File: config.mk
export PLATFORM = sky130hd
export DESIGN_NAME = spq_rank_cmp
export DESIGN_NICKNAME = d
export VERILOG_FILES = /design/src/rtl/spq_pkg.sv /design/src/rtl/spq_rank_cmp.sv
export SDC_FILE = /design/constraint.sdc
export NUM_CORES = 1
export LEC_CHECK = 0
export BUFFER_PORTS_ARGS = -buffer_cell sky130_fd_sc_hd__buf_2
export CAP_MARGIN = 20
export CORE_MARGIN = 10
export CORE_UTILIZATION = 30
export DETAILED_ROUTE_END_ITERATION = 12
export PLACE_DENSITY_LB_ADDON = 0.2
export SLEW_MARGIN = 20
export SYNTH_ARGS = -nofsm -noshare
export SYNTH_HDL_FRONTEND = slang
export SYNTH_SLANG_ARGS = --single-unit
File: constraint.sdc
create_clock -name vclk -period 6.2
set_input_delay 1.24 -clock vclk [all_inputs]
set_output_delay 1.24 -clock vclk [all_outputs]
set_load 0.02 [all_outputs]
File: src/rtl/spq_pkg.sv
// ---------------------------------------------------------------------------
// spq_pkg
// Shared types and constants for the stable priority queue: command kinds,
// result status codes, field widths and the sequencer state type.
// ---------------------------------------------------------------------------
package spq_pkg;

    // Field widths of the command and result ports
    localparam int KIND_W     = 2;
    localparam int STATUS_W   = 2;
    localparam int PORT_TAG_W = 16;
    localparam int SEV_W      = 32;
    localparam int ARR_W      = 32;

    // Command kinds
    localparam logic [KIND_W-1:0] KIND_INSERT = 2'd0;
    localparam logic [KIND_W-1:0] KIND_SERVE  = 2'd1;
    localparam logic [KIND_W-1:0] KIND_CLEAR  = 2'd2;

    // Result status codes
    localparam logic [STATUS_W-1:0] STATUS_SERVED = 2'd0;
    localparam logic [STATUS_W-1:0] STATUS_EMPTY  = 2'd1;
    localparam logic [STATUS_W-1:0] STATUS_FULL   = 2'd2;

    // Sequencer states
    typedef enum logic [2:0] {
        ST_IDLE,
        ST_FIND,
        ST_SCAN,
        ST_DRAIN,
        ST_REPLY
    } state_t;

endpackage

File: src/rtl/spq_rank_cmp.sv
// ---------------------------------------------------------------------------
// spq_rank_cmp
// Ranking comparator: decides whether a candidate slot is served
// before the current best (higher severity, then earlier arrival).
// ---------------------------------------------------------------------------
module spq_rank_cmp (
    input  logic signed [spq_pkg::SEV_W-1:0] cand_sev,
    input  logic [spq_pkg::ARR_W-1:0]        cand_arr,
    input  logic signed [spq_pkg::SEV_W-1:0] best_sev,
    input  logic [spq_pkg::ARR_W-1:0]        best_arr,
    output logic                             ahead
);

    // Rank by severity, break ties by arrival order
    always_comb
    begin
        if (cand_sev != best_sev)
        begin
            ahead = (cand_sev > best_sev);
        end
        else
        begin
            ahead = (cand_arr < best_arr);
        end
    end

endmodule

==> out/qor.csv, run 1 <==
stage;metric;value;unit
status;status;completed;
placement;HPWL Detailed;4850;um
timing;Period Utilization, post-route;67.73;%
global_routing;GRT Resource Usage Total;10.60;%
timing;Slew headroom;83.86;%
synth;mapped cell area;1639;sq um
finish;final std cells w/o fill;427;
die;chip height;93.92;um
timing;Final Critical Period;4.199;ns
timing;Final Max Tran Viols;0;
global_routing;number of global-route vias before repair;1973;
global_routing;antenna violations before repair;0;
clock_network;cts hold-fix bufs;0;
power_and_ir_drop;maximum vdd ir drop;0.00001947;V
finish;sequential cell count;0;
finish;Area Growth Syn to Fin;44.73;%
die;core area;5205;sq um
power_and_ir_drop;clock share of power;0;%
critical_path;CP arrival;2.96;ns
critical_path;Worst Path Required;4.96;ns
synth;Syn Nets;419;
drt;final wirelength;4928;um
finish;Seq. cell area;0;sq um
global_routing;largest net degree at the start of global routing;6;
synth;Synth cell types;29;
run;maxcap violations;0;
synth;average size of a mapped cell;7.189;sq um
die;Total Die Area;8820;sq um
global_routing;total grt overflow;0;
drt;routed len/inst;11.54;um
finish;clock buf count;0;
drt;Via Count;1852;
global_routing;first-pass GRT wire length;8231;um
synth;YS warnings;0;
synth;area share of the largest cell type after synthesis;48.09;%
min_path;Hold Crit Class;primary input to primary output;
power_and_ir_drop;Sequential Power Share;0;%
finish;share of layout cells above drive strength 1;37.82;%
finish;final-stage net count;550;
die;FP Rows;26;
drt;DRT iter0 DRCs;29;
drt;drt pass-1 iters;4;
power_and_ir_drop;Int Pwr;0.00007016;W
timing;maximum clock rate;0.2381;GHz
power_and_ir_drop;Comb pwr share;100.0;%
drt;DRC Markers;0;
critical_path;WS Path Type;primary input to primary output;
finish;n_diodes;0;
timing;Setup TNS;0;ns
die;Ports;129;
placement;placed cells;427;
critical_path;CP startpoint kind;primary input;
drt;vias per cell;4.337;
placement;IO buf count;129;
die;Initial Util;31.49;%
critical_path;maximum fanout along the worst path;5;
synth;top cells by area, synth;ha_1 48%, inv_1 15%, a21oi_1 7.9%, a21o_1 3.7%, nand4_1 3.1%;
synth;cells after synthesis;228;
timing;unrepaired setup endpoints after global routing;false;
clock_network;Resized Gates After CTS;0;
timing;Least-Margin Pin Slew;0.2401;ns
drt;Post-DRT Antenna Nets;0;
power_and_ir_drop;switching fraction of total power;46.21;%
timing;final setup vio count;0;
synth;largest area contributor in the netlist;ha_1;
timing;Final Hold Viols;0;
critical_path;CP Capture Type;primary output;
clock_network;post-CTS setup buffer count;0;
die;Chip Width;93.92;um
placement;RePlAce Congestion;0.7798;
power_and_ir_drop;Leak Pwr;1.546;nW
synth;post-synthesis sequential area ratio;0;%
power_and_ir_drop;Cell Pwr Density;54.98;nW/um^2
power_and_ir_drop;Net Switching;0.00006027;W
==> Yosys cell counts (2+ instances only) <==
cell type,number
nor2b_1,2
nand2_1,12
o21ai_0,10
nor3_1,3
o21ai_1,2
ha_1,63
a21oi_1,26
nand4_1,8
nor2_1,4
a21o_1,8
nand3_1,3
and4_1,3
nand4_2,3
nor4_2,2
a211oi_1,2
inv_1,64
==> path summary, 6_finish.rpt <==
kind	from	endpoint	slack (ns)	cells past startpoint
min	cand_arr[31]	ahead	3.03	6
max	best_sev[31]	ahead	2.00	10
==> power groups by stage <==
stage / clock network [W] / registers [W] / logic [W]
global placement: 0 / 0 / 0.000130
CTS: 0 / 0 / 0.000133
floorplan: 0 / 0 / 0.0000744
detailed placement: 0 / 0 / 0.000132
finish: 0 / 0 / 0.000130
global route: 0 / 0 / 0.000155
==> metrics by stage <==
step	worst slack [ns]	total power (W)	area, sq um	hold slack, ns	utilization, %
floorplan	2.350	0.00007439	1639	2.851	-
global placement	2.010	0.0001302	2372	3.027	45.58
detailed placement	1.972	0.0001322	2372	3.038	45.58
CTS	1.968	0.0001331	2372	3.031	45.58
global route	1.799	0.0001553	2372	3.073	45.58
finish	2.001	0.0001304	2372	3.034	45.58
==> cells in the final DEF (no fill, tap or decap) <==
master     instances
o21ai_0           10
o2bb2ai_1          1
nor3_1             3
a21boi_0           1
and2_1             1
buf_2            129
nor4_2             2
inv_1             64
a21oi_1           26
o2111ai_1          1
and4_1             3
ha_1              63
a211oi_1           2
a31oi_1            1
a221oi_1           1
nand2_1           12
nor2b_1            2
a21o_1             8
o41a_1             1
nand4_2            3
or3_1              1
o21ai_1            2
nand4_1            8
and3b_2            1
a22oi_1            1
o21a_1             1
o211ai_1           1
nor2_1             4
nand3_1            3
and2b_1            1
==> logic make-up (layout without fill, tap and decap cells) <==
family | after synthesis | count (layout) | synth area share, %
fa+ha+maj | 63 | 63 | 48.09
simple gates | 44 | 44 | 16.56
compound gates | 57 | 57 | 20.69
buf+inv | 64 | 193 | 14.66
==> area by class of cell <==
class	count	area, sq um
fill	547	2833
tap	70	87.58
multi-input combinational	164	1399
inverter	64	240.2
timing repair buffer	129	645.6
==> worst max-delay path, cell delays in order <==
cell      delay [ns]
buf_2           0.08
inv_1           0.04
ha_1            0.34
nand4_2         0.15
nor4_2          0.32
and2_1          0.20
a21oi_1         0.05
a211oi_1        0.27
o21ai_1         0.10
buf_2           0.17
==> layer usage <==
layer	share of wire [%]	vias to the layer above	GRT usage, %
li1	-	1053	-
met1	43	731	12.73
met2	45	68	18.49
met3	11	0	3.997
met4	0	0	0
met5	0	-	0
Power figures use the tool's default switching activity.
==> inputs of run 2 (changes only) <==
clock period = 4.2 ns   (was 6.2 ns; I/O delays follow)
==> run 2 against run 1 <==
Worst hold slack got worse by 0.82 ns; flip-flop and latch count is the same; routed wire length up 1.4%; combinational power rose by 48%; critical endpoint unchanged; largest cell class unchanged; critical path type unchanged; die area stayed put; core utilization unchanged; setup slack got worse by 1.2 ns.
==> out/qor.csv, run 2 (synthesis gave the netlist of run 1 again) <==
stage;metric;value;unit;change
placement;RePlAce Congestion;0.7798;;unchanged
global_routing;total grt overflow;0;;unchanged
critical_path;Largest stage delay, worst path;0.34;ns;about the same
drt;final wirelength;4998;um;+1.4%
timing;final setup vio count;0;;unchanged
global_routing;GRT met2 Usage;19.12;%;+0.63 points
drt;DRC Markers;0;;unchanged
finish;commonest non-fill, non-tap cell in the layout;buf_2;;
timing;Slew headroom;83.54;%;-0.32 points
timing;Period Utilization, post-route;80.22;%;
critical_path;worst-path cell chain;buf_2 -> inv_1 -> ha_1 -> nand4_2 -> nor4_2 -> and2_1 -> a21oi_1 -> a211oi_1 -> o21ai_1 -> buf_2;;
timing;Final Hold Viols;0;;unchanged
global_routing;antenna violations before repair;0;;unchanged
timing;unrepaired setup endpoints after global routing;false;;
critical_path;Crit path top cell by count;buf_2;;
finish;sequential cell count;0;;unchanged
timing;Setup TNS;0;ns;unchanged
run;maxcap violations;0;;unchanged
drt;drt pass-1 iters;4;;unchanged
finish;Area Growth Syn to Fin;44.73;%;unchanged
min_path;hold_sp;cand_arr[31];;
finish;final-stage net count;550;;unchanged
clock_network;cts hold-fix bufs;0;;unchanged
die;Total Die Area;8820;sq um;unchanged
timing;Final Max Tran Viols;0;;unchanged
global_routing;GRT Resource Usage Total;10.68;%;+0.081 points
timing;Least-Margin Pin Slew;0.2454;ns;+0.005266 ns
min_path;Hold Crit Class;primary input to primary output;;
global_routing;number of global-route vias before repair;2023;;+2.5%
placement;HPWL Detailed;4885;um;+0.72%
critical_path;Worst Path Required;3.36;ns;-1.60 ns
status;status;completed;;
drt;DRT iter0 DRCs;25;;-14%
power_and_ir_drop;clock share of power;0;%;unchanged
die;Ports;129;;unchanged
die;chip height;93.92;um;unchanged
drt;Via Count;1852;;unchanged
power_and_ir_drop;Int Pwr;0.0001036;W;+48%
power_and_ir_drop;Net Switching;0.00008916;W;+48%
critical_path;CP startpoint kind;primary input;;
global_routing;largest net degree at the start of global routing;6;;unchanged
timing;Final Critical Period;3.369;ns;
finish;clock buf count;0;;unchanged
finish;Seq. cell area;0;sq um;unchanged
placement;IO buf count;129;;unchanged
power_and_ir_drop;Comb pwr share;100.0;%;about the same
finish;share of layout cells above drive strength 1;37.82;%;unchanged
critical_path;Crit. path cell count;10;;unchanged
die;core area;5205;sq um;unchanged
drt;Post-DRT Antenna Nets;0;;unchanged
critical_path;worst path bufs/invs;3;;unchanged
finish;most frequent cells in the layout;129 x buf_2, 64 x inv_1, 63 x ha_1;;
power_and_ir_drop;Leak Pwr;1.546;nW;unchanged
min_path;worst hold path depth;6;;unchanged
drt;routed len/inst;11.70;um;+1.4%
critical_path;WS Path Type;primary input to primary output;;
clock_network;post-CTS setup buffer count;0;;unchanged
min_path;Hold EP;ahead;;
drt;vias per cell;4.337;;unchanged
global_routing;met3 Use GR;3.917;%;-0.080 points
die;FP Rows;26;;unchanged
timing;maximum clock rate;0.2968;GHz;
global_routing;GRT busiest layer;met2;;
critical_path;CP arrival;2.53;ns;-0.43 ns
die;Initial Util;31.49;%;unchanged
critical_path;Crit path max-delay family;simple AND/OR/NAND/NOR gates;;
power_and_ir_drop;maximum vdd ir drop;0.00003135;V;+61%
finish;n_diodes;0;;unchanged
global_routing;GR Util met1;12.32;%;-0.41 points
global_routing;first-pass GRT wire length;8286;um;+0.67%
power_and_ir_drop;Cell Pwr Density;81.25;nW/um^2;+48%
critical_path;maximum fanout along the worst path;5;;unchanged
power_and_ir_drop;Sequential Power Share;0;%;unchanged
power_and_ir_drop;Total Power;0.0001927;W;+48%
clock_network;Resized Gates After CTS;0;;unchanged
critical_path;slowest CP cell;ha_1;;
power_and_ir_drop;switching fraction of total power;46.26;%;about the same
die;Chip Width;93.92;um;unchanged
critical_path;CP Capture Type;primary output;;
==> run 2: cell counts in the layout (fill, tap and decap cells not counted) <==
Identical to the previous run, type by type.
==> run 2: how the worst max path moves through the flow <==
stage,end,startpoint,slack (ns)
2_1_floorplan,ahead,best_sev[14],1.15
3_3_place_gp,ahead,best_sev[31],0.81
3_5_place_dp,ahead,best_sev[31],0.79
4_1_cts,ahead,best_sev[31],0.78
5_1_grt,ahead,best_sev[31],0.60
6_report,ahead,best_sev[31],0.83
==> run 2: power groups by stage <==
stage          registers (W)  clock network, W  logic [W]
6_report                   0                 0   0.000193
5_1_grt                    0                 0   0.000229
4_1_cts                    0                 0   0.000196
3_5_place_dp               0                 0   0.000195
3_3_place_gp               0                 0   0.000192
2_1_floorplan              0                 0   0.000110
==> run 2: layout make-up <==
type	instances	area (sq um)
well taps	70	87.58
fillers	562	2833
repair buffers	129	645.6
inverters	64	240.2
multi-input cells	164	1399
==> run 2: layer usage <==
| metal | vias up | part of all wire [%] |
|---|---|---|
| met5 | - | 0 |
| met4 | 0 | 0.54 |
| met3 | 2 | 11 |
| met2 | 70 | 45 |
| met1 | 729 | 43 |
| li1 | 1051 | - |
==> run 2: per-stage QoR <==
stage	hold slack, ns	worst slack, ns	util, %	instance area [sq um]	std cells
after global placement	2.227	0.8105	45.58	2372	427
after floorplan	2.051	1.150	-	1639	228
final	2.216	0.8307	45.58	2372	427
after global routing	2.271	0.6031	45.58	2372	427
after CTS	2.219	0.7810	45.58	2372	427
after detailed placement	2.220	0.7853	45.58	2372	427
